==> src/sv/rcpc_pkg.sv <==
// rcpc_pkg: shared types and constants for the rtcp compound packet checker
// no dependencies; imported by rcpc_member_check and the top level
`default_nettype none

package rcpc_pkg;

  // field widths
  localparam int unsigned CNT_W   = 19;
  localparam int unsigned TOTAL_W = 16;
  localparam int unsigned CODE_W  = 4;

  // saturation point of the member byte counter
  localparam logic [CNT_W-1:0] CNT_MAX = '1;

  // reset value of the size limit register
  localparam logic [TOTAL_W-1:0] MAX_BYTES_RESET = 16'd1200;
  localparam logic [TOTAL_W-1:0] MIN_BYTES       = 16'd4;

  // rtcp packet types and header bits
  localparam logic [7:0] TYPE_SR   = 8'd200;
  localparam logic [7:0] TYPE_RR   = 8'd201;
  localparam logic [7:0] TYPE_SDES = 8'd202;
  localparam logic [1:0] RTP_VER   = 2'd2;
  localparam int unsigned PAD_POS  = 5;

  // status codes
  localparam logic [CODE_W-1:0] ST_OK        = 4'd0;
  localparam logic [CODE_W-1:0] ST_SIZE      = 4'd1;
  localparam logic [CODE_W-1:0] ST_VERSION   = 4'd2;
  localparam logic [CODE_W-1:0] ST_LENGTH    = 4'd3;
  localparam logic [CODE_W-1:0] ST_FIRST     = 4'd4;
  localparam logic [CODE_W-1:0] ST_PADDING   = 4'd5;
  localparam logic [CODE_W-1:0] ST_TOO_BIG   = 4'd6;
  localparam logic [CODE_W-1:0] ST_NO_SDES   = 4'd7;
  localparam logic [CODE_W-1:0] ST_MAX_SMALL = 4'd8;

  // input word: one byte of the compound
  typedef struct packed {
    logic [7:0] data_byte;
    logic       member_end;
    logic       compound_end;
  } pkt_word_t;

  // result word
  typedef struct packed {
    logic [CODE_W-1:0]  status;
    logic [TOTAL_W-1:0] total_bytes;
  } res_word_t;

  // header fields of the current member
  typedef struct packed {
    logic [7:0]  first_byte;
    logic [7:0]  member_type;
    logic [15:0] declared_words;
  } member_hdr_t;

  // what the member check needs
  typedef struct packed {
    member_hdr_t        hdr;
    logic [CNT_W-1:0]   size;
    logic               at_first;
    logic               last;
    logic [TOTAL_W-1:0] running_total;
    logic [TOTAL_W-1:0] max_bytes;
  } check_req_t;

  // what the member check returns
  typedef struct packed {
    logic [CODE_W-1:0]  code;
    logic               sdes_hit;
    logic [TOTAL_W-1:0] total;
  } check_res_t;

endpackage

`default_nettype wire

==> src/sv/rtcp_compound_packet_checker_unit.sv <==
// rtcp_compound_packet_checker_unit: byte-wise rtcp compound packet checker
// the result word is registered in the result register when the compound-end byte leaves the input register
// throughput: one byte per cycle; a compound-end byte waits only while the previous result is held
// the byte counter, header capture and size check settle in one pass per byte
// reset (rst, synchronous): clears all check state, limit returns to 1200 bytes
// depends on rcpc_pkg and rcpc_member_check
`default_nettype none

module rtcp_compound_packet_checker_unit
  import rcpc_pkg::*;
(
  input  logic               clk,
  input  logic               rst,
  input  logic               pkt_valid,
  output logic               pkt_stall,
  input  pkt_word_t          pkt,
  output logic               res_valid,
  input  logic               res_stall,
  output res_word_t          res,
  input  logic               cfg_write,
  input  logic [TOTAL_W-1:0] cfg_data
);

  // input register
  logic              in_valid;
  pkt_word_t         in_word;
  logic              advance;

  // config
  logic [TOTAL_W-1:0] max_bytes;

  // check state
  logic [CODE_W-1:0]  error_latch, error_latch_next;
  logic [CNT_W-1:0]   byte_count, byte_count_next;
  logic [TOTAL_W-1:0] running_total, running_total_next;
  member_hdr_t        hdr, hdr_next;
  logic               at_first, at_first_next;
  logic               saw_sdes, saw_sdes_next;

  logic               mend;
  logic [CNT_W-1:0]   count_inc;
  check_req_t         chk_req;
  check_res_t         chk_res;
  logic [CODE_W-1:0]  status_next;

  // handshake: a byte moves on unless it ends a compound and the result slot is held
  assign advance   = in_valid && (!in_word.compound_end || !res_valid || !res_stall);
  assign pkt_stall = in_valid && !advance;

  always_ff @(posedge clk) begin
    if (rst) begin
      in_valid <= 1'b0;
    end else begin
      in_valid <= (pkt_valid && !pkt_stall) || pkt_stall;
    end
    if (pkt_valid && !pkt_stall) begin
      in_word <= pkt;
    end
  end

  // size limit register
  always_ff @(posedge clk) begin
    if (rst) begin
      max_bytes <= MAX_BYTES_RESET;
    end else if (cfg_write) begin
      max_bytes <= cfg_data;
    end
  end

  // header capture and byte count
  always_comb begin
    mend      = in_word.member_end || in_word.compound_end;
    count_inc = (byte_count == CNT_MAX) ? byte_count : byte_count + 1'b1;
    hdr_next  = hdr;
    if (byte_count == 19'd0) begin
      hdr_next.first_byte = in_word.data_byte;
    end
    if (byte_count == 19'd1) begin
      hdr_next.member_type = in_word.data_byte;
    end
    if (byte_count == 19'd2) begin
      hdr_next.declared_words[15:8] = in_word.data_byte;
    end
    if (byte_count == 19'd3) begin
      hdr_next.declared_words[7:0] = in_word.data_byte;
    end
  end

  // member check
  always_comb begin
    chk_req.hdr           = hdr_next;
    chk_req.size          = count_inc;
    chk_req.at_first      = at_first;
    chk_req.last          = in_word.compound_end;
    chk_req.running_total = running_total;
    chk_req.max_bytes     = max_bytes;
  end

  rcpc_member_check u_check (
    .req (chk_req),
    .res (chk_res)
  );

  // byte count update, and state update at member end
  always_comb begin
    error_latch_next   = error_latch;
    running_total_next = running_total;
    saw_sdes_next      = saw_sdes;
    at_first_next      = at_first;
    byte_count_next    = count_inc;
    if (mend) begin
      if (error_latch == ST_OK) begin
        error_latch_next   = chk_res.code;
        running_total_next = chk_res.total;
        saw_sdes_next      = saw_sdes || chk_res.sdes_hit;
      end
      at_first_next   = 1'b0;
      byte_count_next = '0;
    end
    // final status
    status_next = error_latch_next;
    if (status_next == ST_OK && !saw_sdes_next) begin
      status_next = ST_NO_SDES;
    end
    if (max_bytes < MIN_BYTES) begin
      status_next = ST_MAX_SMALL;
    end
  end

  always_ff @(posedge clk) begin
    if (rst || (advance && in_word.compound_end)) begin
      error_latch   <= ST_OK;
      byte_count    <= '0;
      running_total <= '0;
      hdr           <= '0;
      at_first      <= 1'b1;
      saw_sdes      <= 1'b0;
    end else if (advance) begin
      error_latch   <= error_latch_next;
      byte_count    <= byte_count_next;
      running_total <= running_total_next;
      hdr           <= hdr_next;
      at_first      <= at_first_next;
      saw_sdes      <= saw_sdes_next;
    end
  end

  // result register
  always_ff @(posedge clk) begin
    if (rst) begin
      res_valid <= 1'b0;
    end else if (advance && in_word.compound_end) begin
      res_valid <= 1'b1;
    end else if (!res_stall) begin
      res_valid <= 1'b0;
    end
    if (advance && in_word.compound_end) begin
      res.status      <= status_next;
      res.total_bytes <= running_total_next;
    end
  end

  // a stalled byte is always a held one
  assert property (@(posedge clk) disable iff (rst) pkt_stall |-> in_valid)
    else $error("stall raised with an empty input register");

  // compound end leaves a clean state
  assert property (@(posedge clk) disable iff (rst)
    (advance && in_word.compound_end) |=>
      (byte_count == '0) && (error_latch == ST_OK) && at_first && !saw_sdes)
    else $error("state not cleared after compound end");

  // a latched error holds until the compound ends
  assert property (@(posedge clk) disable iff (rst)
    (error_latch != ST_OK) && !(advance && in_word.compound_end) |=>
      (error_latch == $past(error_latch)))
    else $error("latched error changed inside a compound");

  // status codes stay within the defined range
  assert property (@(posedge clk) disable iff (rst) res_valid |-> (res.status <= ST_MAX_SMALL))
    else $error("undefined status code");

endmodule

`default_nettype wire

==> src/sv/rcpc_member_check.sv <==
// rcpc_member_check: validation of one finished rtcp member against its header
// depends on rcpc_pkg
`default_nettype none

module rcpc_member_check
  import rcpc_pkg::*;
(
  input  check_req_t req,
  output check_res_t res
);

  logic              bad_size;
  logic              bad_version;
  logic              bad_length;
  logic              bad_first;
  logic              bad_padding;
  logic              too_big;
  logic [16:0]       words_plus_one;
  logic [CNT_W:0]    sum;

  // individual checks
  always_comb begin
    words_plus_one = {1'b0, req.hdr.declared_words} + 17'd1;
    sum            = {1'b0, req.size} + {{(CNT_W+1-TOTAL_W){1'b0}}, req.running_total};
    bad_size    = (req.size < {{(CNT_W-TOTAL_W){1'b0}}, MIN_BYTES}) || (req.size[1:0] != 2'b00);
    bad_version = (req.hdr.first_byte[7:6] != RTP_VER);
    // size is a multiple of four here, so compare in words
    bad_length  = (req.size[CNT_W-1:2] != words_plus_one);
    bad_first   = req.at_first && (req.hdr.member_type != TYPE_SR)
                  && (req.hdr.member_type != TYPE_RR);
    bad_padding = req.hdr.first_byte[PAD_POS] && !req.last;
    too_big     = (sum > {{(CNT_W+1-TOTAL_W){1'b0}}, req.max_bytes});
  end

  // first failing check wins
  always_comb begin
    res.sdes_hit = 1'b0;
    res.total    = req.running_total;
    priority if (bad_size) begin
      res.code = ST_SIZE;
    end else if (bad_version) begin
      res.code = ST_VERSION;
    end else if (bad_length) begin
      res.code = ST_LENGTH;
    end else if (bad_first) begin
      res.code = ST_FIRST;
    end else if (bad_padding) begin
      res.code = ST_PADDING;
    end else begin
      res.sdes_hit = (req.hdr.member_type == TYPE_SDES);
      if (too_big) begin
        res.code = ST_TOO_BIG;
      end else begin
        res.code  = ST_OK;
        res.total = sum[TOTAL_W-1:0];
      end
    end
  end

endmodule

`default_nettype wire

==> config.mk <==
export PLATFORM = sky130hd
export DESIGN_NAME = rtcp_compound_packet_checker_unit
export DESIGN_NICKNAME = d
export VERILOG_FILES = /design/src/sv/rcpc_pkg.sv /design/src/sv/rtcp_compound_packet_checker_unit.sv /design/src/sv/rcpc_member_check.sv
export SDC_FILE = /design/constraint.sdc
export NUM_CORES = 1
export LEC_CHECK = 0
export BUFFER_PORTS_ARGS = -buffer_cell sky130_fd_sc_hd__buf_4
export CORE_ASPECT_RATIO = 1.75
export CORE_UTILIZATION = 62
export DETAILED_ROUTE_END_ITERATION = 6
export PLACE_DENSITY = 0.88
export SYNTH_ARGS = -nofsm -noshare
export SYNTH_HDL_FRONTEND = slang
export SYNTH_SLANG_ARGS = --single-unit
==> constraint.sdc <==
create_clock -name clk -period 7.93 [get_ports clk]
set_clock_uncertainty 0.05 [all_clocks]
set_input_delay 1.9825 -clock clk [delete_from_list [all_inputs] [get_ports clk]]
set_output_delay 1.9825 -clock clk [all_outputs]
set_load 0.01 [all_outputs]
# Yosys cells after proc, flatten, opt, wreduce, memory -nomap -nowiden

Cells that the tools add are included.

Register bits: 121
Word-level logic and storage cells: 87

Order comparisons: 3
Equal/unequal tests: 10
Mux-type cells: 27
$add $sub $neg: 3
Reductions and logical operators: 27

Operator list:

| kind                                                                           | number |
|---|---|
| 17-bit 2-to-1 mux                                                              | 5 |
| 16-bit 2-to-1 mux                                                              | 3 |
| 19-bit by 2-bit equality test with 1-bit output (second input constant)        | 2 |
| 19-bit 2-to-1 mux                                                              | 2 |
| 4-bit 2-to-1 mux                                                               | 8 |
| 8-bit 2-to-1 mux                                                               | 4 |
| 19-bit by 16-bit adder with 20-bit output                                      | 1 |
| 20-bit by 16-bit > comparator with 1-bit output                                | 1 |
| 19-bit by 1-bit adder with 19-bit output (second input constant)               | 1 |
| 19-bit by 1-bit equality test with 1-bit output (second input constant)        | 1 |
| 19-bit equality test (second input constant)                                   | 1 |
| 19-bit zero test                                                               | 1 |
| 19-bit by 3-bit less-than comparator with 1-bit output (second input constant) | 1 |
| 16-bit by 1-bit adder with 17-bit output (second input constant)               | 1 |
| 17-bit inequality test                                                         | 1 |
| 16-bit by 3-bit less-than comparator with 1-bit output (second input constant) | 1 |
| 8-bit inequality test (second input constant)                                  | 2 |
| 8-bit equality test (second input constant)                                    | 1 |
| 1-bit logical AND                                                              | 8 |
| 4-bit zero test                                                                | 2 |
| 1-bit logical OR                                                               | 7 |
| 1-bit zero test                                                                | 6 |
| 1-bit 2-to-1 mux                                                               | 4 |
| 2-bit AND reduction                                                            | 2 |
| other kinds (4)                                                                | 4 |

# Depth between registers and ports, before layout

Gate-level depths: netlist (run 1).

Word-level depth: 16
Depth in mapped cells: 28

# Modules after synthesis

A second synthesis (run 1) with hierarchy kept.

Cells, all modules: 848
Area, all modules: 7996.4 um^2

By module, submodules not included:

| module                            | instances | cells each | area each (um^2) | sequential area each (um^2) |
|---|---|---|---|---|
| rtcp_compound_packet_checker_unit | 1         | 553        | 5781.8           | 2722.6 |
| rcpc_member_check                 | 1         | 295        | 2214.6           | 0.0 |

# Least setup slack after synthesis (run 1)

No wires, ideal clock.

Path type: flip-flop to flip-flop
From: register byte_count[0]
To: register res[0] (netlist name) (data pin)
Setup time: 0.260 ns
Data arrival time: 5.255 ns
Setup slack: 2.365 ns
Stages on the path, launching flop included: 27
Data required time: 7.620 ns
Period minus slack after synthesis: 5.565 ns
Path buffers: 1
Cells stage by stage: dfxtp_1 ha_1 nand2_2 nor2_1 nand3_1 a21oi_2 ha_1 a21oi_1 a21boi_0 o21ai_0 a21oi_1 nor2b_1 a21oi_1 o21ai_0 a21oi_1 xnor2_1 ha_1 a21o_1 a21o_1 a21oi_1 nand2_1 o31ai_1 nand3_1 a211oi_4 nand2_4 buf_6 mux2_4

Word-level cells in the longest chain between the ends: 12

RTL lines:

| element                                                                          | line                                     | RTL |
|---|---|---|
| start, declared                                                                  | rtcp_compound_packet_checker_unit.sv:34  | `logic [CNT_W-1:0] byte_count, byte_count_next;` |
| start signal, assigned                                                           | rtcp_compound_packet_checker_unit.sv:140 | `byte_count <= byte_count_next;` |
| 19-bit by 1-bit adder with 19-bit output or 19-bit equality test (tied branches) | rtcp_compound_packet_checker_unit.sv:73  | `count_inc = (byte_count == CNT_MAX) ? byte_count : byte_count + 1'b1;` |
| 19-bit 2-to-1 mux                                                                | rtcp_compound_packet_checker_unit.sv:73  |  |
| 19-bit by 16-bit adder with 20-bit output                                        | rcpc_member_check.sv:24                  | `sum = {1'b0, req.size} + {{(CNT_W+1-TOTAL_W){1'b0}}, req.running_total};` |
| 20-bit by 16-bit > comparator with 1-bit output                                  | rcpc_member_check.sv:32                  | `too_big = (sum > {{(CNT_W+1-TOTAL_W){1'b0}}, req.max_bytes});` |
| 16-bit 2-to-1 mux                                                                | rcpc_member_check.sv:51                  | `if (too_big) begin` |
| 17-bit 2-to-1 mux                                                                | rcpc_member_check.sv:47                  | `end else if (bad_padding) begin` |
| 17-bit 2-to-1 mux                                                                | rcpc_member_check.sv:45                  | `end else if (bad_first) begin` |
| 17-bit 2-to-1 mux                                                                | rcpc_member_check.sv:43                  | `end else if (bad_length) begin` |
| 17-bit 2-to-1 mux                                                                | rcpc_member_check.sv:41                  | `end else if (bad_version) begin` |
| 17-bit 2-to-1 mux (*)                                                            | rcpc_member_check.sv:39                  | `priority if (bad_size) begin` |
| 16-bit 2-to-1 mux (*)                                                            | rtcp_compound_packet_checker_unit.sv:112 | `if (error_latch == ST_OK) begin` |
| 16-bit 2-to-1 mux (*)                                                            | rtcp_compound_packet_checker_unit.sv:111 | `if (mend) begin` |
| via running_total_next[0]                                                        | rtcp_compound_packet_checker_unit.sv:35  | `logic [TOTAL_W-1:0] running_total, running_total_next;` |
| end, declared                                                                    | rtcp_compound_packet_checker_unit.sv:19  | `output res_word_t res,` |

The timed path passes the listed nets; every way through them passes the cells marked *.
A chain may end at the register's enable or synchronous reset.

# Worst setup path after layout (run 1)

From: register byte_count[11]
To: register res[14] (netlist name) (data pin)

Same word-level chain as after synthesis.

==> flow_metrics.tcl, run 1 <==
set metrics [dict create \
    post_cts_resized 0 \
    worstPathMaxFanout 16 \
    worst_path_most_repeated_cell "sky130_fd_sc_hd__a21oi_1" \
    num_vias 6910 \
    timing.fmax_mhz 145 \
    hpwl_um 15500 \
    drtAntennaViolNets 0 \
    powerDensity_nw_per_um2 170 \
    grt_antenna_before_repair 0 \
    antenna-diode-count 0 \
    max_cap_violations 0 \
    syn-num-nets 940 \
    cellLeakagePower_nw 3.68 \
    final_weighted_congestion_of_routability_driven_global_placement 1.08 \
    detail_route.wl_per_cell_um 20.1 \
    num_rows 53 \
    relSlewSlack_pct 35.2 \
    timing_worst_slew_pin_value_ns 0.972 \
    postSynthAreaPerCell_sq_um 8.88 \
    cts.clk_slew.worst_paths_ns 0.06 \
    ctsHoldBuffers 0 \
    io_buffer_count 52 \
    report.power.total_w 0.00147 \
    die_area_sq_um 12900 \
    n_fill_cell 917 \
    clock_path_buffers 2 \
    timing.critical_path.from_type "flop" \
    clock_sinks 116 \
    critical_path.n_buffers_inverters 0 \
    synth_seq_area_share_pct 34.0 \
    fp.coreArea_sq_um 12100 \
    timing_max_transition_violations_final 0 \
    critical_path.endpoint_type "flop" \
    cp_top_family "compound AO/OA/AOI/OAI gates" \
    setup_repair_after_global_routing_missed_its_margin "false" \
    cts_setup_buffers 0 \
    largest_net_degree_at_the_start_of_global_routing 48 \
    hold_slack_ns 0.421 \
    critical-path-max-stage-delay_ns 0.58 \
    cp_slowest_cell "sky130_fd_sc_hd__dfxtp_1" \
    status "complete, no violations" \
    yosys_register_bits 116 \
    hold_path_class "reg -> reg" \
    final.setup.tns_ns 0 \
    viasPerCell 6.41 \
    die_height_um 150 \
    final_hold_viol_count 0 \
    crit_required_ns 8.05 \
    clkLatencyLatePin_ns 0.43 \
    timing.critical_path.cells "nand4_2 -> nor4_2 -> nand3_1 -> a21oi_2 -> ha_1 -> a21oi_1 -> a21boi_0 -> o21ai_0 -> a21oi_1 -> nor2b_1 -> a21oi_1 -> o21ai_0 -> a21oi_1 -> xnor2_1 -> ha_1 -> a21o_1 -> a21o_1 -> a21oi_1 -> nand2_1 -> o31ai_1 -> nand3_1 -> a211oi_4 -> nand2_4 -> mux2_1" \
    drc_errors 0 \
    ys_warn_count 0 \
    synth_cell_types 84 \
    drt-initial-drc-count 579 \
    grt_pass1_wl_um 34100 \
    die_w_um 86.3 \
    ioPinCount 53 \
    post-route-util_pct 72.0 \
    worst_supply_voltage_drop_on_vdd_v 0.000155 \
    drt_pass1_iterations 6 \
    grt.total_usage_pct 34.9 \
    cts-buffers-inserted 17 \
    critical_path_class "reg -> reg" \
    first_global_vias 6728 \
    tritoncts_clock_tree "yes" \
    post_synth_instance_area_sq_um 7720 \
    flow.area_growth_from_synthesis_pct 12.6 \
    setup_viol 0 \
    ys_async_rst_share_pct 0 \
    root_driver "sky130_fd_sc_hd__clkbuf_16" \
    wirelength_um 21600 \
    ctsHtreeMaxLevel 4 \
    syn_inst 869 \
    synth_flop_cell "sky130_fd_sc_hd__dfxtp_1" \
    worst_ep_arrival_time_ns 7.04 \
    layout-drive-gt1-share_pct 14.8 \
    initial_standard_cell_utilization_of_the_core_pct 63.9 \
    grt_overflow 0 \
    synth-edff-count 30 \
    final.period_utilization_pct 87.3 \
    finalNetCount 971 \
    post-route-min-period_ns 6.92 \
]
cell usage in the layout, fill, tap and decap left out, drive strengths merged, types with 3 or more instances in the layout:
cell,synthesis,routed
xnor2,35,35
a21o,10,10
and2,11,11
mux2,19,19
edfxtp,30,30
a21oi,53,53
and3,7,7
a211oi,8,8
o21a,7,7
o21ai,23,23
and4,5,5
nor4,24,24
or3,3,3
a22oi,11,11
buf,19,54
clkinv,0,3
nor3,22,22
or2,5,5
a311oi,3,3
nand3,38,38
nor2b,7,7
o211ai,4,4
nor2,76,76
nand2,109,109
clkinvlp,0,5
nand2b,7,7
clkbuf,23,19
a31oi,5,5
inv,43,47
o31ai,3,3
mux2i,63,63
xor2,17,17
dfxtp,86,86
nand4,15,15
ha,39,39
o22ai,4,4
power breakdown:
part	switching (W)	leakage, nW	internal, W
Sequential	0.0000156	0.995	0.000619
Clock	0.000306	0.268	0.000452
Combinational	0.0000485	2.41	0.0000325
Total	0.000370	3.68	0.00110
path summary, 6_finish.rpt:
check	slack, ns	endpoint	cells after the start	start
setup reg to reg	1.01	res[14]$_DFFE_PP_	24	byte_count[11]$_SDFFE_PP0P_
setup / recovery	1.01	res[14]$_DFFE_PP_	24	byte_count[11]$_SDFFE_PP0P_
hold / removal	0.42	at_first$_SDFFE_PP1P_	2	at_first$_SDFFE_PP1P_
hold reg to reg	0.42	at_first$_SDFFE_PP1P_	2	at_first$_SDFFE_PP1P_
kinds of logic (layout without fill, tap and decap cells):
kind of cell | after synthesis | in the layout | share of synthesized area (%)
flops | 116 | 116 | 34.0
xor+xnor | 53 | 53 | 6.39
fa+ha+maj | 40 | 40 | 6.58
buf+inv | 85 | 129 | 4.90
compound gates | 151 | 151 | 13.0
simple gates | 342 | 342 | 23.8
mux | 82 | 82 | 11.4
cell type report:
type	instances	area [sq um]	share of cell area [%]
multi-input combinational	668	4720	54.3
sequential	116	2620	30.2
clock buffer	19	454	5.23
timing repair buffer	54	405	4.67
tap	165	206	2.38
inverter	43	161	1.86
clock inverter	13	121	1.40
metrics by stage:
step,area (sq um),worst slack [ns],instances
after global placement,8110,1.32,1046
after detailed placement,8110,1.22,1046
after CTS,8690,1.12,1078
final,8690,1.01,1078
after global routing,8690,0.549,1078
after floorplan,7720,2.37,869
flip-flops by register name, summed over array words and instances (netlist names), 4 cells and up:
name,count
running_total,16
byte_count,19
max_bytes,16
error_latch,4
res,20
in_word,9
hdr,27
worst register-to-register path, cell delays in order, from the launching register on:
cell and delay, ns:
sky130_fd_sc_hd__dfxtp_1 0.58, sky130_fd_sc_hd__nand4_2 0.25, sky130_fd_sc_hd__nor4_2 0.52, sky130_fd_sc_hd__nand3_1 0.30, sky130_fd_sc_hd__a21oi_2 0.39, sky130_fd_sc_hd__ha_1 0.33, sky130_fd_sc_hd__a21oi_1 0.18, sky130_fd_sc_hd__a21boi_0 0.14
sky130_fd_sc_hd__o21ai_0 0.27, sky130_fd_sc_hd__a21oi_1 0.16, sky130_fd_sc_hd__nor2b_1 0.25, sky130_fd_sc_hd__a21oi_1 0.13, sky130_fd_sc_hd__o21ai_0 0.24, sky130_fd_sc_hd__a21oi_1 0.14, sky130_fd_sc_hd__xnor2_1 0.27, sky130_fd_sc_hd__ha_1 0.31
sky130_fd_sc_hd__a21o_1 0.17, sky130_fd_sc_hd__a21o_1 0.17, sky130_fd_sc_hd__a21oi_1 0.17, sky130_fd_sc_hd__nand2_1 0.07, sky130_fd_sc_hd__o31ai_1 0.30, sky130_fd_sc_hd__nand3_1 0.20, sky130_fd_sc_hd__a211oi_4 0.36, sky130_fd_sc_hd__nand2_4 0.29
sky130_fd_sc_hd__mux2_1 0.42
layer usage:
metal / up-vias / GRT usage, % / wire length, um
met5: - / 0 / 0
met2: 375 / 61.9 / 11100
li1: 3173 / - / -
met4: 0 / 26.8 / 1780
met3: 147 / 7.61 / 1290
met1: 3215 / 34.8 / 7430
synth_stat cells (all sizes together), types with 15 or more instances:
master,instances,area [sq um]
clkbuf,23,86.3
edfxtp,30,901
inv,43,161
nand3,38,240
xor2,17,156
nand4,15,100
nand2,109,419
ha,39,488
buf,19,130
mux2i,63,631
nor4,24,229
dfxtp,86,1720
nor2,76,303
a21oi,53,273
nor3,22,115
mux2,19,248
xnor2,35,314
o21ai,23,115
Power figures use the tool's default switching activity.
==> run 2, diff against run 1 <==
--- a/config.mk
+++ b/config.mk
@@ -7,9 +7,10 @@
 export LEC_CHECK = 0
 export BUFFER_PORTS_ARGS = -buffer_cell sky130_fd_sc_hd__buf_4
 export CORE_ASPECT_RATIO = 1.75
-export CORE_UTILIZATION = 62
+export CORE_MARGIN = 2
+export CORE_UTILIZATION = 57
 export DETAILED_ROUTE_END_ITERATION = 6
-export PLACE_DENSITY = 0.88
+export PLACE_DENSITY = 0.83
 export SYNTH_ARGS = -nofsm -noshare
 export SYNTH_HDL_FRONTEND = slang
 export SYNTH_SLANG_ARGS = --single-unit
==> flow_metrics.tcl, run 2 (synthesis gave the netlist of run 1 again) <==
set metrics [dict create \
    drt-initial-drc-count 543 \
    layout-drive-gt1-share_pct 14.9 \
    drc_errors 5 \
    grt_pass1_wl_um 34700 \
    antenna-diode-count 0 \
    max_cap_violations 0 \
    timing.critical_path.from_type "flop" \
    final_hold_viol_count 0 \
    timing_worst_slew_pin_value_ns 0.984 \
    seq_power_share_pct 40.8 \
    hp-start "at_first$_SDFFE_PP1P_" \
    reg.largest.list "hdr (27), res (20), byte_count (19)" \
    clock_sinks 116 \
    wirelength_um 22000 \
    cts-buffers-inserted 17 \
    hold_path_class "reg -> reg" \
    report.power.total_w 0.00155 \
    worst_ep_arrival_time_ns 7.11 \
    final_weighted_congestion_of_routability_driven_global_placement 1.03 \
    root_driver "sky130_fd_sc_hd__clkbuf_16" \
    p_comb_share_pct 5.2 \
    reg2reg_from "byte_count[0]$_SDFFE_PP0P_" \
    timing.fmax_mhz 143 \
    post_cts_resized 0 \
    final.period_utilization_pct 88.1 \
    initial_standard_cell_utilization_of_the_core_pct 58.0 \
    max_flop_register "hdr" \
    cts.clk_slew.worst_paths_ns 0.06 \
    flow.area_growth_from_synthesis_pct 13.5 \
    die_w_um 92.0 \
    cts_setup_buffers 0 \
    setup_viol 0 \
    finalNetCount 972 \
    timing.critical_path.cells "ha_1 -> nand2_2 -> nor2_1 -> and3_1 -> xnor2_1 -> ha_1 -> inv_1 -> fa_1 -> nor2b_1 -> o21a_1 -> o21ai_0 -> a311oi_1 -> a211o_1 -> xor2_1 -> ha_1 -> a21o_1 -> a21oi_1 -> nand2_1 -> o31ai_1 -> nand3_1 -> a211oi_4 -> nand2_4 -> mux2_1" \
    net-switching-power_w 0.000372 \
    first_global_vias 6828 \
    ioPinCount 53 \
    swShare_pct 24.0 \
    commonest_cells_after_routing_fill_and_taps_aside "sky130_fd_sc_hd__nand2_1, sky130_fd_sc_hd__dfxtp_1, sky130_fd_sc_hd__nor2_1" \
    ctsHoldBuffers 0 \
    status "finished, violations left" \
    p_clk_share_pct 54.0 \
    failed_checks "DRC" \
    worst_path_most_repeated_cell "sky130_fd_sc_hd__ha_1" \
    io_buffer_count 52 \
    r2r_end "res[14]$_DFFE_PP_" \
    die_area_sq_um 14500 \
    final.setup.tns_ns 0 \
    cell_count_of_the_worst_hold_path 2 \
    num_vias 6868 \
    drt_pass1_iterations 7 \
    grt.total_usage_pct 30.8 \
    powerDensity_nw_per_um2 177 \
    hpwl_um 15600 \
    post-route-min-period_ns 6.99 \
    grt_overflow 0 \
    largest_net_degree_at_the_start_of_global_routing 48 \
    reg2reg_depth 23 \
    num_rows 56 \
    worst_supply_voltage_drop_on_vdd_v 0.000139 \
    number_of_flip_flops_in_the_largest_register 27 \
    grt_antenna_before_repair 0 \
    drtAntennaViolNets 0 \
    detail_route.wl_per_cell_um 20.2 \
    timing_max_transition_violations_final 0 \
    worstSetupEndpoint "res[14]$_DFFE_PP_" \
    critical_path.endpoint_type "flop" \
    critPathLaunch "byte_count[0]$_SDFFE_PP0P_" \
    critical_path_class "reg -> reg" \
    reg2reg_slack_ns 0.94 \
    clock_path_buffers 2 \
    crit_required_ns 8.05 \
    worstPathMaxFanout 16 \
    fp.coreArea_sq_um 13300 \
    clkLatencyLatePin_ns 0.43 \
    cellLeakagePower_nw 3.72 \
    critical-path-max-stage-delay_ns 0.58 \
    relSlewSlack_pct 33.9 \
    ctsHtreeMaxLevel 4 \
    internal_power_consumption_w 0.00118 \
    viasPerCell 6.31 \
    tritoncts_clock_tree "yes" \
    die_height_um 158 \
    setup_repair_after_global_routing_missed_its_margin "false" \
    cp_slowest_cell "sky130_fd_sc_hd__a311oi_1" \
    most_common_cell_after_layout_fill_and_taps_aside "sky130_fd_sc_hd__nand2_1" \
]
==> run 2: cell count changes in the layout (fill, tap and decap cells not counted), sizes merged <==
cell,before,now
clkinvlp,5,1
buf,54,55
clkbuf,19,18
bufinv,1,4
clkinv,3,5
==> run 2: layout make-up <==
cell class,count,area [sq um]
multi-input combinational,668,4720
fill,1101,4550
sequential,116,2620
clock buffer,18,429
timing repair buffer,55,413
tap,174,218
clock inverter,14,199
inverter,43,161
==> run 2: critical path: cells and delay by family (launching register included) <==
family	cells	cell delay (ns)
AO/OA/AOI/OAI	8	2.23
AND/OR/NAND/NOR	7	1.66
adder cells (fa/ha/maj)	4	1.35
flip-flops	1	0.49
XOR/XNOR	2	0.47
multiplexers	1	0.41
buffers and inverters	1	0.06
==> run 2: worst min path at each step <==
stage / end / slack [ns]
2_1_floorplan: at_first$_SDFFE_PP1P_ / 0.37
3_3_place_gp: at_first$_SDFFE_PP1P_ / 0.39
3_5_place_dp: at_first$_SDFFE_PP1P_ / 0.40
4_1_cts: at_first$_SDFFE_PP1P_ / 0.41
5_1_grt: at_first$_SDFFE_PP1P_ / 0.44
6_report: at_first$_SDFFE_PP1P_ / 0.41
==> run 2: power by group through the flow <==
stage | Clock, W | Combinational, W | Sequential (W)
2_1_floorplan | 0 | 0.0000537 | 0.000638
4_1_cts | 0.000835 | 0.0000794 | 0.000634
3_3_place_gp | 0 | 0.0000779 | 0.000646
3_5_place_dp | 0 | 0.0000788 | 0.000646
6_report | 0.000839 | 0.0000802 | 0.000635
5_1_grt | 0.000860 | 0.0000877 | 0.000636
==> run 2: metal layers <==
layer,vias up,routed length [um],global-route usage [%]
met5,-,0,0
met2,324,11400,56.7
met1,3245,7720,30.4
li1,3179,-,-
met3,120,1330,6.57
met4,0,1580,21.4
==> run 2: through the flow <==
step           std cells  setup slack (ns)  hold WS [ns]  instance area (sq um)  utilization, %
2_1_floorplan        869              2.37         0.372                   7720               -
3_3_place_gp        1056              1.42         0.391                   8130            61.1
3_5_place_dp        1056              1.31         0.400                   8130            61.1
4_1_cts             1088              1.16         0.408                   8760            65.8
5_1_grt             1088             0.643         0.439                   8760            65.8
6_report            1088             0.943         0.408                   8760            65.8
==> run 3, diff against run 2 <==
--- a/config.mk
+++ b/config.mk
@@ -7,10 +7,11 @@
 export LEC_CHECK = 0
 export BUFFER_PORTS_ARGS = -buffer_cell sky130_fd_sc_hd__buf_4
 export CORE_ASPECT_RATIO = 1.75
-export CORE_MARGIN = 2
+export CORE_MARGIN = 5
 export CORE_UTILIZATION = 57
 export DETAILED_ROUTE_END_ITERATION = 6
 export PLACE_DENSITY = 0.83
+export REMOVE_ABC_BUFFERS = 1
 export SYNTH_ARGS = -nofsm -noshare
 export SYNTH_HDL_FRONTEND = slang
 export SYNTH_SLANG_ARGS = --single-unit
==> flow_metrics.tcl, run 3 (synthesis gave the netlist of run 1 again) <==
set metrics [dict create \
    status "complete, no violations" \
    final_weighted_congestion_of_routability_driven_global_placement 1.02 \
    worstPathMaxFanout 16 \
    dpl.cell_count 1056 \
    finalNetCount 972 \
    drt-initial-drc-count 487 \
    seq_power_share_pct 42.3 \
    critical-path-max-stage-delay_ns 0.60 \
    crit_required_ns 8.04 \
    die_area_sq_um 16100 \
    max_flop_register "hdr" \
    post_cts_resized 0 \
    clock_sinks 116 \
    swShare_pct 24.0 \
    timing_worst_slew_pin_value_ns 0.976 \
    largest_net_degree_at_the_start_of_global_routing 48 \
    min_delay_worst_endpoint "at_first$_SDFFE_PP1P_" \
    cp_top_family "compound AO/OA/AOI/OAI gates" \
    detail_route.wl_per_cell_um 19.5 \
    hp-start "at_first$_SDFFE_PP1P_" \
    cell_count_of_the_worst_hold_path 2 \
    tritoncts_clock_tree "yes" \
    most_common_cell_after_layout_fill_and_taps_aside "sky130_fd_sc_hd__nand2_1" \
    p_clk_share_pct 52.4 \
    cts_setup_buffers 0 \
    antenna-diode-count 0 \
    post-route-min-period_ns 7.07 \
    dpl_cell_area_sq_um 8130 \
    reg2reg_from "byte_count[13]$_SDFFE_PP0P_" \
    r2r_end "res[9]$_DFFE_PP_" \
    grt_overflow 0 \
    clkLatencyLatePin_ns 0.42 \
    n_fill_cell 1064 \
    final.period_utilization_pct 89.1 \
    first_global_vias 6770 \
    clock_path_buffers 2 \
    drtAntennaViolNets 0 \
    hold_path_class "reg -> reg" \
    commonest_cells_after_routing_fill_and_taps_aside "sky130_fd_sc_hd__nand2_1, sky130_fd_sc_hd__dfxtp_1, sky130_fd_sc_hd__nor2_1" \
    timing.fmax_mhz 142 \
    viasPerCell 6.14 \
    wirelength_um 21300 \
    p_comb_share_pct 5.3 \
    powerDensity_nw_per_um2 172 \
    grt_pass1_wl_um 33600 \
    number_of_flip_flops_in_the_largest_register 27 \
    cts.clk_slew.worst_paths_ns 0.06 \
    final_cell_area_sq_um 8750 \
    worst_path_most_repeated_cell "sky130_fd_sc_hd__a21oi_1" \
    grt_antenna_before_repair 0 \
    hpwl_um 15900 \
    reg2reg_slack_ns 0.86 \
    layout.area.seq_sq_um 2620 \
    root_driver "sky130_fd_sc_hd__clkbuf_16" \
    ctsHtreeMaxLevel 4 \
    final_hold_viol_count 0 \
    num_rows 56 \
    io_buffer_count 52 \
    ctsHoldBuffers 0 \
    timing_max_transition_violations_final 0 \
    initial_standard_cell_utilization_of_the_core_pct 57.7 \
    dpl_worst_slack_ns 1.09 \
    multiInputGateArea_sq_um 4720 \
    timing.critical_path.cells "nand4_2 -> nor4_2 -> nand3_1 -> a21oi_2 -> ha_1 -> a21oi_1 -> a21boi_0 -> o21ai_0 -> a21oi_1 -> nor2b_1 -> a21oi_1 -> o21ai_0 -> a21oi_1 -> xnor2_1 -> ha_1 -> a21o_1 -> a21o_1 -> a21oi_1 -> nand2_1 -> o31ai_1 -> nand3_1 -> a211oi_4 -> nand2_4 -> mux2_1" \
    die_height_um 164 \
    worst_supply_voltage_drop_on_vdd_v 0.000122 \
    internal_power_consumption_w 0.00114 \
    grt.total_usage_pct 26.5 \
    die_w_um 98.0 \
    cts-buffers-inserted 17 \
    reg.largest.list "hdr (27), res (20), byte_count (19)" \
    fin_ws_ns 0.865 \
    ioPinCount 53 \
    stdcell_count 1088 \
    timing.critical_path.from_type "flop" \
    critical_path.n_buffers_inverters 0 \
    drc_errors 0 \
    cp_slowest_cell "sky130_fd_sc_hd__dfxtp_1" \
    drt_pass1_iterations 7 \
    layout-drive-gt1-share_pct 15.0 \
    net-switching-power_w 0.000361 \
    worst_ep_arrival_time_ns 7.18 \
    critical_path.endpoint_type "flop" \
    final.setup.tns_ns 0 \
    setup_viol 0 \
    cellLeakagePower_nw 3.71 \
    setup_repair_after_global_routing_missed_its_margin "false" \
    reg2reg_depth 24 \
    critical_path_class "reg -> reg" \
    num_vias 6684 \
    max_cap_violations 0 \
    fp.coreArea_sq_um 13400 \
    relSlewSlack_pct 34.9 \
    post-route-util_pct 65.4 \
    flow.area_growth_from_synthesis_pct 13.4 \
]
==> run 3: worst max path at each step <==
stage	startpoint	to	slack, ns	cells past startpoint
after detailed placement	byte_count[0]$_SDFFE_PP0P_	res[11]$_DFFE_PP_	1.09	25
after floorplan	byte_count[0]$_SDFFE_PP0P_	res[10]$_DFFE_PP_	2.38	25
after global placement	byte_count[13]$_SDFFE_PP0P_	res[9]$_DFFE_PP_	1.22	24
final	byte_count[13]$_SDFFE_PP0P_	res[9]$_DFFE_PP_	0.86	24
after CTS	byte_count[0]$_SDFFE_PP0P_	res[11]$_DFFE_PP_	1.0	25
after global routing	byte_count[0]$_SDFFE_PP0P_	res[18]$_SDFFCE_PN0P_	0.37	27
==> run 3: metrics by stage <==
stage / total power [W] / hold slack [ns]
global route: 0.00154 / 0.416
finish: 0.00150 / 0.399
global placement: 0.000724 / 0.392
CTS: 0.00150 / 0.406
floorplan: 0.000686 / 0.372
detailed placement: 0.000726 / 0.399
==> run 3: final cells by class <==
type / instances / area share [%]
inverters: 43 / 1.85
well taps: 174 / 2.49
multi-input cells: 668 / 53.9
repair buffers: 55 / 4.72
clock inverters: 11 / 1.27
clock buffers: 21 / 5.75
flip-flops and latches: 116 / 30.0
==> run 3: metal layers <==
metal  routed length, um  global-route usage [%]  up-vias  part of all wire [%]
met1                7490                    25.6     3152                    35
met2               11600                    50.7      267                    55
met5                   0                       0        -                     0
met3                 952                    4.38       96                   4.5
met4                1180                    17.6        0                   5.6
li1                    -                       -     3169                     -
==> run 3: power by group through the flow <==
stage | Sequential, W | Clock, W | Combinational (W)
2_1_floorplan | 0.000642 | 0 | 0.0000445
3_3_place_gp | 0.000646 | 0 | 0.0000780
3_5_place_dp | 0.000646 | 0 | 0.0000795
4_1_cts | 0.000634 | 0.000789 | 0.0000799
5_1_grt | 0.000636 | 0.000820 | 0.0000880
6_report | 0.000635 | 0.000787 | 0.0000801
==> run 3: worst reg2reg max path, cell delays in order (launching register included) <==
cell and delay, ns:
sky130_fd_sc_hd__dfxtp_1 0.60, sky130_fd_sc_hd__nand4_2 0.23, sky130_fd_sc_hd__nor4_2 0.53, sky130_fd_sc_hd__nand3_1 0.33, sky130_fd_sc_hd__a21oi_2 0.48, sky130_fd_sc_hd__ha_1 0.35, sky130_fd_sc_hd__a21oi_1 0.18, sky130_fd_sc_hd__a21boi_0 0.13
sky130_fd_sc_hd__o21ai_0 0.25, sky130_fd_sc_hd__a21oi_1 0.16, sky130_fd_sc_hd__nor2b_1 0.25, sky130_fd_sc_hd__a21oi_1 0.14, sky130_fd_sc_hd__o21ai_0 0.26, sky130_fd_sc_hd__a21oi_1 0.14, sky130_fd_sc_hd__xnor2_1 0.29, sky130_fd_sc_hd__ha_1 0.31
sky130_fd_sc_hd__a21o_1 0.16, sky130_fd_sc_hd__a21o_1 0.17, sky130_fd_sc_hd__a21oi_1 0.18, sky130_fd_sc_hd__nand2_1 0.07, sky130_fd_sc_hd__o31ai_1 0.31, sky130_fd_sc_hd__nand3_1 0.21, sky130_fd_sc_hd__a211oi_4 0.36, sky130_fd_sc_hd__nand2_4 0.28
sky130_fd_sc_hd__mux2_1 0.40
